==> config.mk <==
export PLATFORM = sky130hd
export DESIGN_NAME = session_handshake_engine
export DESIGN_NICKNAME = d
export VERILOG_FILES = /design/src/design/shs_pkg.sv /design/src/design/shs_fifo.sv /design/src/design/shs_front.sv /design/src/design/shs_back.sv /design/src/design/session_handshake_engine.sv
export VERILOG_INCLUDE_DIRS = /design/src /design/src/design
export SDC_FILE = /design/constraint.sdc
export NUM_CORES = 1
export LEC_CHECK = 0
export BUFFER_PORTS_ARGS = -buffer_cell sky130_fd_sc_hd__buf_4
export CORE_AREA = 8 8 143 145
export DETAILED_ROUTE_END_ITERATION = 12
export DIE_AREA = 0 0 151 153
export PLACE_DENSITY = 0.81
export SLEW_MARGIN = 20
export SYNTH_ARGS = -nofsm -noshare
export SYNTH_HDL_FRONTEND = slang
export SYNTH_SLANG_ARGS = --single-unit
==> constraint.sdc <==
create_clock -name i_clk -period 9.4 [get_ports i_clk]
set_clock_uncertainty 0.1 [all_clocks]
set_input_delay 1.88 -clock i_clk [delete_from_list [all_inputs] [get_ports i_clk]]
set_output_delay 1.88 -clock i_clk [all_outputs]
set_load 0.01 [all_outputs]
==> src/design/session_handshake_engine_defines.svh <==
// Assertion macros for the session handshake engine.
`ifndef SESSION_HANDSHAKE_ENGINE_DEFINES_SVH
`define SESSION_HANDSHAKE_ENGINE_DEFINES_SVH

`ifndef SYNTHESIS
// Property checked on every clock edge outside reset.
`define SHE_ASSERT(lbl, prop, msg) \
    lbl: assert property (@(posedge i_clk) disable iff (!i_rst_n) (prop)) else $error(msg);
// Condition that must never be true outside reset.
`define SHE_NEVER(lbl, cond, msg) \
    lbl: assert property (@(posedge i_clk) disable iff (!i_rst_n) !(cond)) else $error(msg);
`else
`define SHE_ASSERT(lbl, prop, msg)
`define SHE_NEVER(lbl, cond, msg)
`endif

`endif

==> src/design/shs_pkg.sv <==
// Types and constants shared by the session handshake engine modules.
`default_nettype none

package shs_pkg;

    localparam int CFG_IDX_W   = 2;
    localparam int QUEUE_DEPTH = 4;
    localparam int QPTR_W      = $clog2(QUEUE_DEPTH);
    localparam int QCNT_W      = $clog2(QUEUE_DEPTH + 1);
    localparam int ROT_SHIFT   = 5;

    localparam logic [CFG_IDX_W-1:0] CFG_INITIAL_NONCE    = 2'd0;
    localparam logic [CFG_IDX_W-1:0] CFG_PROTOCOL_VERSION = 2'd1;
    localparam logic [CFG_IDX_W-1:0] CFG_INVALID_NONCE    = 2'd2;

    localparam logic [7:0] MSG_START_INIT  = 8'd0;
    localparam logic [7:0] MSG_START_REPLY = 8'd1;
    localparam logic [7:0] MSG_TERMINATE   = 8'd2;
    localparam logic [7:0] MSG_LOG         = 8'd3;

    typedef enum logic [2:0] {
        OP_INIT    = 3'd0,
        OP_START   = 3'd1,
        OP_SEND    = 3'd2,
        OP_PACKET  = 3'd3,
        OP_RELEASE = 3'd4,
        OP_WRITE   = 3'd5
    } t_op;

    typedef enum logic [2:0] {
        KIND_STATUS  = 3'd0,
        KIND_TX      = 3'd1,
        KIND_DELIVER = 3'd2,
        KIND_EST     = 3'd3,
        KIND_TERM    = 3'd4
    } t_kind;

    typedef enum logic [1:0] {
        STS_OK       = 2'd0,
        STS_INVALID  = 2'd1,
        STS_BUSY     = 2'd2,
        STS_NOT_INIT = 2'd3
    } t_status;

    typedef enum logic [3:0] {
        ST_RESET = 4'b0001,
        ST_NONE  = 4'b0010,
        ST_SENT  = 4'b0100,
        ST_EST   = 4'b1000
    } t_state;

    // Input tdata, lowest field declared last.
    typedef struct packed {
        logic [4:0] pad;
        logic [7:0] rx_version;
        logic [7:0] rx_responder_nonce;
        logic [7:0] rx_initiator_nonce;
        logic       payload_complete;
        logic       header_complete;
        logic       packet_valid;
        logic [7:0] msg_type;
    } t_in_data;

    // Output tdata, lowest field declared last.
    typedef struct packed {
        logic [4:0] pad;
        t_status    status;
        logic       with_version_payload;
        logic [7:0] out_responder_nonce;
        logic [7:0] out_initiator_nonce;
        logic [7:0] out_msg_type;
    } t_out_data;

    typedef struct packed {
        t_kind      kind;
        logic [7:0] msg_type;
        logic [7:0] ini;
        logic [7:0] rsp;
        logic       ver;
        t_status    status;
    } t_result;

    // All results caused by one input item; cnt is 1 to 3.
    typedef struct packed {
        t_result [2:0] res;
        logic [1:0]    cnt;
    } t_plan;

    // Handshake between a producer and a consumer of plans.
    typedef struct packed {
        logic  valid;
        t_plan plan;
    } t_plan_link;

    localparam t_result RES_NONE = '{kind: KIND_STATUS, msg_type: 8'd0, ini: 8'd0,
                                     rsp: 8'd0, ver: 1'b0, status: STS_OK};

endpackage

`default_nettype wire

==> src/design/shs_fifo.sv <==
// Short plan queue between the command front end and the result sequencer.
`default_nettype none
`include "session_handshake_engine_defines.svh"

module shs_fifo import shs_pkg::*; (
    input  logic       i_clk,
    input  logic       i_rst_n,
    input  t_plan_link i_push,
    output logic       o_full,
    output t_plan_link o_head,
    input  logic       i_pop
);

    t_plan               r_mem [QUEUE_DEPTH];
    logic [QPTR_W-1:0]   r_wr;
    logic [QPTR_W-1:0]   r_rd;
    logic [QCNT_W-1:0]   r_count;
    logic                do_push;
    logic                do_pop;

    assign o_full      = (r_count == QCNT_W'(QUEUE_DEPTH));
    assign o_head.valid = (r_count != '0);
    assign o_head.plan  = r_mem[r_rd];
    assign do_push     = i_push.valid && !o_full;
    assign do_pop      = i_pop && o_head.valid;

    always_ff @(posedge i_clk) begin
        if (do_push) begin
            r_mem[r_wr] <= i_push.plan;
        end
    end

    always_ff @(posedge i_clk) begin
        if (!i_rst_n) begin
            r_wr    <= '0;
            r_rd    <= '0;
            r_count <= '0;
        end else begin
            if (do_push) begin
                r_wr <= r_wr + QPTR_W'(1);
            end
            if (do_pop) begin
                r_rd <= r_rd + QPTR_W'(1);
            end
            case ({do_push, do_pop})
                2'b10:   r_count <= r_count + QCNT_W'(1);
                2'b01:   r_count <= r_count - QCNT_W'(1);
                default: r_count <= r_count;
            endcase
        end
    end

    `SHE_NEVER(a_no_overflow, i_push.valid && o_full, "plan pushed into a full queue")
    `SHE_ASSERT(a_count_bound, r_count <= QCNT_W'(QUEUE_DEPTH), "queue count out of range")

endmodule

`default_nettype wire

==> src/design/shs_front.sv <==
// Command front end: config registers, session state and result planning.
`default_nettype none

module shs_front import shs_pkg::*; (
    input  logic                 i_clk,
    input  logic                 i_rst_n,
    input  logic                 i_cfg_wr_en,
    input  logic [CFG_IDX_W-1:0] i_cfg_idx,
    input  logic [7:0]           i_cfg_data,
    input  logic                 i_in_valid,
    output logic                 o_in_ready,
    input  logic [2:0]           i_in_op,
    input  t_in_data             i_in_data,
    output t_plan_link           o_push,
    input  logic                 i_q_full
);

    logic [7:0] r_init_nonce;
    logic [7:0] r_proto_ver;
    logic [7:0] r_inv_nonce;

    t_state     r_state;
    logic [7:0] r_local;
    logic [7:0] r_sinit;
    logic [7:0] r_sresp;
    logic       r_buf_full;

    t_state     n_state;
    logic [7:0] n_local;
    logic [7:0] n_sinit;
    logic [7:0] n_sresp;
    logic       n_buf_full;
    t_plan      n_plan;

    logic       accept;
    logic [7:0] nn;

    function automatic logic [7:0] next_nonce(logic [7:0] n, logic [7:0] inv);
        logic [7:0] t;
        t = (8'(n << ROT_SHIFT) | (n >> ROT_SHIFT)) + 8'd1;
        if (t == inv) begin
            t = t + 8'd1;
        end
        return t;
    endfunction

    function automatic t_result mk(t_kind k, logic [7:0] ty, logic [7:0] ini,
                                   logic [7:0] rsp, logic ver, t_status st);
        t_result r;
        r.kind     = k;
        r.msg_type = ty;
        r.ini      = ini;
        r.rsp      = rsp;
        r.ver      = ver;
        r.status   = st;
        return r;
    endfunction

    assign o_in_ready   = !i_q_full;
    assign accept       = i_in_valid && o_in_ready;
    assign nn           = next_nonce(r_local, r_inv_nonce);
    assign o_push.valid = accept;
    assign o_push.plan  = n_plan;

    always_comb begin
        logic [7:0] ty;
        logic [7:0] ini;
        logic [7:0] rsp;
        logic       match;
        logic [1:0] cnt;
        ty    = i_in_data.msg_type;
        ini   = i_in_data.rx_initiator_nonce;
        rsp   = i_in_data.rx_responder_nonce;
        match = (ini == r_sinit) && (rsp == r_sresp);
        cnt   = 2'd0;

        n_state    = r_state;
        n_local    = r_local;
        n_sinit    = r_sinit;
        n_sresp    = r_sresp;
        n_buf_full = r_buf_full;
        n_plan.res = {RES_NONE, RES_NONE, RES_NONE};

        unique case (i_in_op)
            OP_INIT: begin
                n_local       = r_init_nonce;
                n_sinit       = 8'd0;
                n_sresp       = 8'd0;
                n_state       = ST_NONE;
                n_plan.res[0] = mk(KIND_TX, MSG_TERMINATE, 8'd0, 8'd0, 1'b0, STS_OK);
                cnt           = 2'd1;
            end
            OP_START: begin
                if (r_state == ST_RESET) begin
                    n_plan.res[0] = mk(KIND_STATUS, 8'd0, 8'd0, 8'd0, 1'b0, STS_NOT_INIT);
                end else begin
                    n_local       = nn;
                    n_sinit       = nn;
                    n_sresp       = 8'd0;
                    n_state       = ST_SENT;
                    n_plan.res[0] = mk(KIND_TX, MSG_START_INIT, nn, 8'd0, 1'b1, STS_OK);
                end
                cnt = 2'd1;
            end
            OP_SEND: begin
                if (r_state != ST_EST && ty != MSG_LOG) begin
                    n_plan.res[0] = mk(KIND_STATUS, 8'd0, 8'd0, 8'd0, 1'b0, STS_INVALID);
                end else if (ty == MSG_LOG) begin
                    n_plan.res[0] = mk(KIND_TX, MSG_LOG, 8'd0, 8'd0, 1'b0, STS_OK);
                end else begin
                    n_plan.res[0] = mk(KIND_TX, ty, r_sinit, r_sresp, 1'b0, STS_OK);
                end
                cnt = 2'd1;
            end
            OP_PACKET: begin
                if (i_in_data.packet_valid && i_in_data.header_complete) begin
                    n_buf_full = 1'b1;
                    case (ty)
                        MSG_START_INIT: begin
                            logic do_reply;
                            logic do_init;
                            n_buf_full = 1'b0;
                            do_reply   = 1'b0;
                            do_init    = 1'b0;
                            if (ini != r_inv_nonce && i_in_data.payload_complete) begin
                                if (r_state == ST_SENT) begin
                                    if (ini < r_local) begin
                                        do_reply = (i_in_data.rx_version == r_proto_ver);
                                    end else if (ini == r_local) begin
                                        // equal nonces: both sides restart
                                        do_init = 1'b1;
                                    end
                                end else begin
                                    do_reply = 1'b1;
                                end
                            end
                            if (do_reply) begin
                                n_local       = nn;
                                n_sinit       = ini;
                                n_sresp       = nn;
                                n_state       = ST_EST;
                                n_plan.res[0] = mk(KIND_TX, MSG_START_REPLY, ini, nn,
                                                   1'b1, STS_OK);
                                n_plan.res[1] = mk(KIND_EST, MSG_START_REPLY, 8'd0, 8'd0,
                                                   1'b0, STS_OK);
                                cnt           = 2'd2;
                                if (r_state == ST_EST) begin
                                    n_plan.res[2] = n_plan.res[1];
                                    cnt           = 2'd3;
                                end
                            end else if (do_init) begin
                                n_local       = nn;
                                n_sinit       = nn;
                                n_sresp       = 8'd0;
                                n_state       = ST_SENT;
                                n_plan.res[0] = mk(KIND_TX, MSG_START_INIT, nn, 8'd0,
                                                   1'b1, STS_OK);
                                cnt           = 2'd1;
                            end
                        end
                        MSG_START_REPLY: begin
                            n_buf_full = 1'b0;
                            if (rsp != r_inv_nonce && i_in_data.payload_complete) begin
                                if (r_state == ST_SENT) begin
                                    if (ini == r_local &&
                                        i_in_data.rx_version == r_proto_ver) begin
                                        n_sinit       = r_local;
                                        n_sresp       = rsp;
                                        n_state       = ST_EST;
                                        n_plan.res[0] = mk(KIND_EST, MSG_START_REPLY, 8'd0,
                                                           8'd0, 1'b0, STS_OK);
                                        cnt           = 2'd1;
                                    end
                                end else if (r_state == ST_EST) begin
                                    n_state = ST_RESET;
                                end
                            end
                        end
                        MSG_TERMINATE: begin
                            n_buf_full = 1'b0;
                            if (r_state == ST_EST) begin
                                n_state       = ST_NONE;
                                n_plan.res[0] = mk(KIND_TERM, MSG_TERMINATE, 8'd0, 8'd0,
                                                   1'b0, STS_OK);
                                cnt           = 2'd1;
                            end
                        end
                        MSG_LOG: begin
                            if ((ini == 8'd0 && rsp == 8'd0) || match) begin
                                n_plan.res[0] = mk(KIND_DELIVER, MSG_LOG, 8'd0, 8'd0,
                                                   1'b0, STS_OK);
                                cnt           = 2'd1;
                            end
                        end
                        default: begin
                            if (r_state == ST_EST && match) begin
                                n_plan.res[0] = mk(KIND_DELIVER, ty, 8'd0, 8'd0,
                                                   1'b0, STS_OK);
                                cnt           = 2'd1;
                            end
                        end
                    endcase
                end
            end
            OP_RELEASE: begin
                n_buf_full = 1'b0;
            end
            OP_WRITE: begin
                if (r_buf_full) begin
                    n_plan.res[0] = mk(KIND_STATUS, 8'd0, 8'd0, 8'd0, 1'b0, STS_BUSY);
                    cnt           = 2'd1;
                end
            end
            default: begin
            end
        endcase

        // nothing to report still yields one status-ok item
        n_plan.cnt = (cnt == 2'd0) ? 2'd1 : cnt;
    end

    always_ff @(posedge i_clk) begin
        if (!i_rst_n) begin
            r_init_nonce <= 8'd0;
            r_proto_ver  <= 8'd0;
            r_inv_nonce  <= 8'd0;
        end else if (i_cfg_wr_en) begin
            case (i_cfg_idx)
                CFG_INITIAL_NONCE:    r_init_nonce <= i_cfg_data;
                CFG_PROTOCOL_VERSION: r_proto_ver  <= i_cfg_data;
                CFG_INVALID_NONCE:    r_inv_nonce  <= i_cfg_data;
                default: begin
                end
            endcase
        end
    end

    always_ff @(posedge i_clk) begin
        if (!i_rst_n) begin
            r_state    <= ST_RESET;
            r_local    <= 8'd0;
            r_sinit    <= 8'd0;
            r_sresp    <= 8'd0;
            r_buf_full <= 1'b0;
        end else if (accept) begin
            r_state    <= n_state;
            r_local    <= n_local;
            r_sinit    <= n_sinit;
            r_sresp    <= n_sresp;
            r_buf_full <= n_buf_full;
        end
    end

endmodule

`default_nettype wire

==> src/design/shs_back.sv <==
// Result sequencer: plays out each plan one result item per cycle while tready is high.
`default_nettype none
`include "session_handshake_engine_defines.svh"

module shs_back import shs_pkg::*; (
    input  logic       i_clk,
    input  logic       i_rst_n,
    input  t_plan_link i_head,
    output logic       o_pop,
    output logic       o_m_axis_tvalid,
    input  logic       i_m_axis_tready,
    output t_out_data  o_m_axis_tdata,
    output logic [2:0] o_m_axis_tuser,
    output logic       o_m_axis_tlast
);

    t_plan      r_plan;
    logic [1:0] r_slot;
    logic       r_have;
    logic       last;
    logic       out_acc;
    logic       load;
    t_result    cur;

    assign cur     = r_plan.res[r_slot];
    assign last    = (r_slot == r_plan.cnt - 2'd1);
    assign out_acc = r_have && i_m_axis_tready;
    assign o_pop   = !r_have || (out_acc && last);
    assign load    = o_pop && i_head.valid;

    assign o_m_axis_tvalid                     = r_have;
    assign o_m_axis_tlast                      = last;
    assign o_m_axis_tuser                      = cur.kind;
    assign o_m_axis_tdata.pad                  = '0;
    assign o_m_axis_tdata.status               = cur.status;
    assign o_m_axis_tdata.with_version_payload = cur.ver;
    assign o_m_axis_tdata.out_responder_nonce  = cur.rsp;
    assign o_m_axis_tdata.out_initiator_nonce  = cur.ini;
    assign o_m_axis_tdata.out_msg_type         = cur.msg_type;

    always_ff @(posedge i_clk) begin
        if (load) begin
            r_plan <= i_head.plan;
        end
    end

    always_ff @(posedge i_clk) begin
        if (!i_rst_n) begin
            r_have <= 1'b0;
            r_slot <= 2'd0;
        end else if (load) begin
            r_have <= 1'b1;
            r_slot <= 2'd0;
        end else if (out_acc) begin
            if (last) begin
                r_have <= 1'b0;
            end else begin
                r_slot <= r_slot + 2'd1;
            end
        end
    end

    `SHE_ASSERT(a_cnt_range, r_have |-> (r_plan.cnt != 2'd0), "plan with no result items")
    `SHE_ASSERT(a_slot_range, r_have |-> (r_slot < r_plan.cnt), "result slot past plan end")

endmodule

`default_nettype wire

==> src/design/session_handshake_engine.sv <==
// Top level of the session handshake engine.
//
//  channel   dir  accept               payload
//  s_axis    in   tvalid & tready      tuser: operation; tdata: header fields
//  m_axis    out  tvalid & tready      tuser: kind; tdata: result fields; tlast
//  cfg       in   i_cfg_wr_en          i_cfg_idx, i_cfg_data
//
// An input item is taken on tvalid & tready; the front end updates the session state
// at once and queues a plan of one to three result items (4-entry queue).
// The sequencer sends one result item per cycle while tready is high. Results pass
// the plan queue and plan register. Input stalls only when the plan queue is full.
// Synchronous active-low reset clears the state machine, nonces, busy flag,
// config registers and the queue; there is no clearing pass.
`default_nettype none

module session_handshake_engine import shs_pkg::*; (
    input  logic                 i_clk,
    input  logic                 i_rst_n,
    input  logic                 i_cfg_wr_en,
    input  logic [CFG_IDX_W-1:0] i_cfg_idx,
    input  logic [7:0]           i_cfg_data,
    input  logic                 i_s_axis_tvalid,
    output logic                 o_s_axis_tready,
    // operation[2:0]
    input  logic [2:0]           i_s_axis_tuser,
    // msg_type, packet_valid, header_complete, payload_complete,
    // rx_initiator_nonce, rx_responder_nonce, rx_version, zero pad
    input  logic [39:0]          i_s_axis_tdata,
    output logic                 o_m_axis_tvalid,
    input  logic                 i_m_axis_tready,
    // kind[2:0]
    output logic [2:0]           o_m_axis_tuser,
    // out_msg_type, out_initiator_nonce, out_responder_nonce,
    // with_version_payload, status, zero pad
    output logic [31:0]          o_m_axis_tdata,
    output logic                 o_m_axis_tlast
);

    t_plan_link push;
    t_plan_link head;
    logic       q_full;
    logic       pop;
    t_out_data  out_data;

    shs_front u_front (
        .i_clk       (i_clk),
        .i_rst_n     (i_rst_n),
        .i_cfg_wr_en (i_cfg_wr_en),
        .i_cfg_idx   (i_cfg_idx),
        .i_cfg_data  (i_cfg_data),
        .i_in_valid  (i_s_axis_tvalid),
        .o_in_ready  (o_s_axis_tready),
        .i_in_op     (i_s_axis_tuser),
        .i_in_data   (t_in_data'(i_s_axis_tdata)),
        .o_push      (push),
        .i_q_full    (q_full)
    );

    shs_fifo u_fifo (
        .i_clk   (i_clk),
        .i_rst_n (i_rst_n),
        .i_push  (push),
        .o_full  (q_full),
        .o_head  (head),
        .i_pop   (pop)
    );

    shs_back u_back (
        .i_clk           (i_clk),
        .i_rst_n         (i_rst_n),
        .i_head          (head),
        .o_pop           (pop),
        .o_m_axis_tvalid (o_m_axis_tvalid),
        .i_m_axis_tready (i_m_axis_tready),
        .o_m_axis_tdata  (out_data),
        .o_m_axis_tuser  (o_m_axis_tuser),
        .o_m_axis_tlast  (o_m_axis_tlast)
    );

    assign o_m_axis_tdata = 32'(out_data);

endmodule

`default_nettype wire
## Word level (Yosys, flattened, before mapping)

Memory sizes are Yosys's and may differ from the RTL's. A register that Yosys moved wholly into a read port is not among the register bits.
Index checks and enable logic that the tools add are counted.

- Output and inout port bits: 38
- Bits in writable memories: 368
- Bits in registers: 63
- Bits of input ports: 58
- Memories: 1

- Multiplexer cells: 91
- Reductions and logical operators: 41
- Order comparisons: 2
- Equal/unequal tests: 39
- $add $sub $neg: 8
- Bitwise operators: 3

Memory list:

| memory | words | width | rd ports | clocked after memory_dff | write ports | RTL line | text |
|---|---|---|---|---|---|---|---|
| u_fifo.r_mem | 4 | 92 | 1 | 1 | 1 | shs_fifo.sv:14 | `t_plan r_mem [QUEUE_DEPTH];` |

Operators by type and width:

| kind | number |
|---|---|
| $mux W30 | 6 |
| $pmux W30 S5 | 1 |
| $mux W8 | 18 |
| $pmux W30 S4 | 1 |
| $mux W59 | 2 |
| $mux W29 | 4 |
| $mux W90 | 1 |
| $pmux W8 S3 | 3 |
| $bmux W30 S2 | 1 |
| $mux W60 | 1 |
| $mux W28 | 2 |
| $eq A8 B8 Y1 | 5 |
| $mux W4 | 9 |
| $pmux W8 S2 | 2 |
| $mux W1 | 27 |
| $mux W27 | 1 |
| $logic_not A8 Y1 | 3 |
| $pmux W4 S3 | 2 |
| $add A8 B1 Y8 const B | 2 |
| $eq A8 B2 Y1 const B | 2 |
| $ne A8 B8 Y1 | 2 |
| $logic_and A1 B1 Y1 | 13 |
| $mux W2 | 6 |
| $ne A3 B2 Y1 const B | 4 |
| other kinds (42) | 66 |

## Logic depth before layout (Yosys ltp)

- Word-level depth: 15
- Gate-level depth with buffers: 12

## Hierarchy

A second synthesis with hierarchy kept.

- Cells, all modules: 1317
- Area, all modules: 22043.6 um2

Modules (own cells, without submodules):

| module | area each (um2) | instances | seq. area each (um2) | cells an instance |
|---|---|---|---|---|
| shs_fifo | 13767.0 | 1 | 11230.8 | 532 |
| shs_front | 4583.1 | 1 | 1061.0 | 558 |
| shs_back | 3693.5 | 1 | 2822.7 | 227 |

## Worst setup path before layout

No wires, ideal clock.

- Path type: in2reg
- Start: in i_m_axis_tready
- End: reg u_fifo.r_count[2]
- Stages on the path: 8
- Path slack: 3895 ps
- Arrival: 5329 ps
- Path through: nand2_1 -> a21oi_1 -> ha_1 -> inv_1 -> fa_1 -> xor2_1 -> or3_1 -> a21boi_0

- Cells in the longest elaborated chain, start to end: 6
- Elaborated cells between the ends (all ways): 8

Ends and longest elaborated chain:

| element | RTL line | text |
|---|---|---|
| from (decl) | session_handshake_engine.sv:30 | `input logic i_m_axis_tready,` |
| $logic_and A1 B1 Y1 (*) | shs_back.sv:27 | `assign out_acc = r_have && i_m_axis_tready;` |
| $logic_and A1 B1 Y1 (*) | shs_back.sv:28 | `assign o_pop = !r_have \|\| (out_acc && last);` |
| $logic_or A1 B1 Y1 (*) | shs_back.sv:28 |  |
| $logic_and A1 B1 Y1 (*) | - |  |
| named net u_back.load | shs_back.sv:22 | `logic load;` |
| $eq A2 B1 Y1 / $eq A2 B2 Y1 (equally long branches) | shs_fifo.sv:45 | `case ({do_push, do_pop})` |
| $pmux W3 S2 / $reduce_bool A2 Y1 (equally long branches) | - |  |
| to (signal assigned) | shs_fifo.sv:46 | `2'b10: r_count <= r_count + QCNT_W'(1);` |
| to (signal assigned) | shs_fifo.sv:47 | `2'b01: r_count <= r_count - QCNT_W'(1);` |
| to (signal assigned) | shs_fifo.sv:48 | `default: r_count <= r_count;` |
| to (decl) | shs_fifo.sv:17 | `logic [QCNT_W-1:0] r_count;` |

The timed path passes the listed nets; every way through them passes the cells marked *.
A chain may end at the register's enable or synchronous reset.

## Final worst setup path

- Start: in i_s_axis_tuser[0]
- End: reg u_front.r_state[0]

- Cells in the longest elaborated chain, start to end: 3
- Elaborated cells between the ends (all ways): 14

Ends and longest elaborated chain:

| element | RTL line | text |
|---|---|---|
| from (decl) | session_handshake_engine.sv:25 | `input logic [2:0] i_s_axis_tuser,` |
| $eq A3 B2 Y1 (tied with other cells) | shs_front.sv:84 | `unique case (i_in_op)` |
| $ne A4 B2 Y1 (no source line) (tied with other cells) | - |  |
| $reduce_and A10 Y1 (no source line) | - |  |
| to (signal assigned) | shs_front.sv:246 | `r_state <= n_state;` |
| to (decl) | shs_front.sv:22 | `t_state r_state;` |

Several ways; a longest one is shown, not always the timed one.

==> results.ini <==
[run_status]
status = completed

[floorplan]
placement_rows = 50
die_area_sq_um = 23100
die_h_um = 153
io_pins = 96
die_w_um = 151
placeableCoreArea_sq_um = 18270
effective_utilization_at_floorplan_pct = 60.47

[setup_path]
critical_path_arrival_ps = 4910
crit_fanout = 13
timing_worst_setup_path_type = input port to flip-flop
rr_worst_depth = 8
worst-endpoint-required_ps = 9730
setup.worst_path.end_class = flip-flop
worstSetupStartpointType = input port

[global_route]
grt_pass1_wl_um = 38810
grt_antenna_before_repair = 0
grt_overflow = 0
grt_start_max_net_pins = 39
grt_util_all_layers_pct = 21.17
number_of_global_route_vias_before_repair = 7242

[drt]
post-route-drc-count = 0
drt_pre_antenna_iters = 5
wl_um = 24600
dr_total_vias = 7216
drt.antenna.violating_nets = 0
dr.first_iter.drc_count = 597
route.detailed.wl_per_inst_um = 21.15
drt-vias-per-instance = 6.205

[clocking]
number_of_sinks_handled_by_clock_tree_synthesis = 233
cts_made_buffers = 24
clock_tree.htree_level_count = 1
clk_buf_depth = 3
cts_resized = 0
holdBufCountCts = 0
clock_insertion_delay_worst_skew_ps = 510
clk_pin_slew_ps = 60
cts_tree = built
clk_root_buffer_cell = clkbuf_16
cts_post_setup_buffers_inserted = 0

[synth]
netlist-cell-type-count = 72
yosys_register_bits = 233
yosys_warnings = 0
netlist_area_sq_um = 11050
syn_avg_cell_area_sq_um = 13.31
number_of_enable_flip_flop_cells_after_synthesis = 170
asyncSetResetFlopFracSynth_pct = 0
synth_flop_cell = edfxtp_1
sequential_element_share_of_the_synthesized_area_pct = 57.63
synthCells = 830

[final_layout]
stdcell_count = 1163
area_growth_pct = 14.70
antenna_cells_inserted = 0
layout_common_cells = edfxtp_1, buf_4, dfxtp_1
layout-drive-gt1-share_pct = 21.74
fillerInstances = 1263
final_nets = 985
commonest_non_fill_non_tap_cell_in_the_layout = edfxtp_1

[place]
dp_hpwl_um = 16430
total_of_buffers_placed_on_input_and_output_ports = 85
gp_routability_congestion = 0.9298
place_inst = 1119

[power]
leakage_nw = 4.599
power.ir.vdd_worst_uv = 185.7
pwr_density_cell_nw_per_um2 = 238.7

[hold_path]
holdCritPathClass = flip-flop to flip-flop
timing.hold.worst_path_depth = 2

[sta]
unrepaired_setup_endpoints_after_global_routing = false
post-route-period-util_pct = 48.69
setup_tns_final_ps = 0
final-setup-viol-count = 0
tightestPinTransition_ps = 1124
period_minus_slack_ps = 4577
slew_violations = 0
fmax_mhz = 218.5
max_transition_margin_pct = 24.35
timing_hold_violations_final = 0

[flow_run]
drv.max_cap_violation_count = 0

## worst paths after layout
| path | from | end | slack, ps |
|---|---|---|---|
| worst max-delay path | i_s_axis_tuser[0] | u_front.r_state[0]$_SDFFE_PN1P_ | 4820 |
| worst min-delay path | u_front.r_init_nonce[5]$_SDFFE_PN0P_ | u_front.r_local[5]$_SDFFE_PN0P_ | 390 |
| worst max register to register | u_front.r_local[5]$_SDFFE_PN0P_ | u_fifo.r_mem[1][17]$_DFFE_PP_ | 5840 |
| worst min register to register | u_front.r_init_nonce[5]$_SDFFE_PN0P_ | u_front.r_local[5]$_SDFFE_PN0P_ | 390 |
## registers in the layout (all words and copies together), names as in the netlist, 2 cells and up
signal                cells
u_back.r_plan            34
u_back.r_slot             2
u_fifo.r_count            3
u_fifo.r_mem            136
u_fifo.r_rd               2
u_fifo.r_wr               2
u_front.r_init_nonce      8
u_front.r_inv_nonce       8
u_front.r_local           8
u_front.r_proto_ver       8
u_front.r_sinit           8
u_front.r_sresp           8
u_front.r_state           4
## cells by family after synthesis
| family | count (synthesis) | share of synthesized area [%] |
|---|---|---|
| buffers and inverters | 69 | 2.831 |
| other | 1 | 0.03395 |
| and+or+nand+nor | 251 | 12.96 |
| muxes | 71 | 10.28 |
| DFF | 233 | 57.63 |
| adders and majority gates | 16 | 1.880 |
| xor gates and xnor gates | 55 | 4.361 |
| AOI/OAI and AO/OA | 134 | 10.02 |
## critical path, cell delays in order
cell and delay (ps):
buf_4 140, nor2b_1 840, nand2_1 400, nor4_1 940, a31oi_1 280, o21a_1 230, o211ai_1 180
## cell usage after synthesis, drive strengths merged (8+ instances only)
| cell type | count | share of area, % |
|---|---|---|
| nand4 | 12 | 0.68 |
| nand3 | 10 | 0.45 |
| inv | 19 | 0.65 |
| xnor2 | 23 | 1.8 |
| xor2 | 32 | 2.5 |
| edfxtp | 170 | 46 |
| a22o | 12 | 0.95 |
| nor2 | 53 | 1.9 |
| a22oi | 10 | 0.68 |
| a31oi | 8 | 0.45 |
| buf | 21 | 1.2 |
| a21oi | 10 | 0.49 |
| nor4 | 17 | 1.4 |
| clkbuf | 28 | 0.96 |
| dfxtp | 63 | 11 |
| a221o | 8 | 0.72 |
| mux4 | 34 | 6.9 |
| and2 | 46 | 2.6 |
| nand2 | 39 | 1.3 |
| nor3 | 19 | 1.0 |
| nor2b | 22 | 1.4 |
| mux2i | 37 | 3.4 |
| ha | 15 | 1.7 |
| o21ai | 23 | 1.1 |
## metal layers
| layer | routed length, um | track usage (%) | share of wire [%] | up-vias |
|---|---|---|---|---|
| met4 | 805 | 7.968 | 3.3 | 0 |
| met1 | 9967 | 27.73 | 41 | 3518 |
| met2 | 11960 | 34.58 | 49 | 314 |
| met3 | 1866 | 3.513 | 7.6 | 64 |
| li1 | - | - | - | 3320 |
| met5 | 0 | 0 | 0 | - |
## where the power goes
group | switching (mW) | internal, mW
sequential | 0.0591 | 1.30
clock | 0.381 | 0.557
combinational | 0.379 | 0.344
total | 0.819 | 2.21
## cell type report
class                   count  area, sq um  share of cell area [%]
flip-flops and latches    233         6367                   50.25
clock inverters            10        112.6                  0.8887
repair buffers            100        750.7                   5.925
well taps                 234        292.8                   2.311
multi-input cells         532         4400                   34.73
inverters                  20        75.07                  0.5925
clock buffers              34        671.9                   5.303
## stage by stage
| step | area [sq um] | hold slack (ps) | setup slack, ps | util, % | power, mW |
|---|---|---|---|---|---|
| 2_1_floorplan | 11060 | 347.9 | 3895 | - | 1.839 |
| 3_3_place_gp | 11880 | 374.8 | 4380 | 65.03 | 2.085 |
| 3_5_place_dp | 11880 | 379.1 | 4313 | 65.03 | 2.113 |
| 4_1_cts | 12660 | 391.9 | 4845 | 69.33 | 3.058 |
| 5_1_grt | 12670 | 422.6 | 4636 | 69.36 | 3.160 |
| 6_report | 12670 | 390.4 | 4823 | 69.36 | 3.024 |
(Power assumes the default switching activity.)
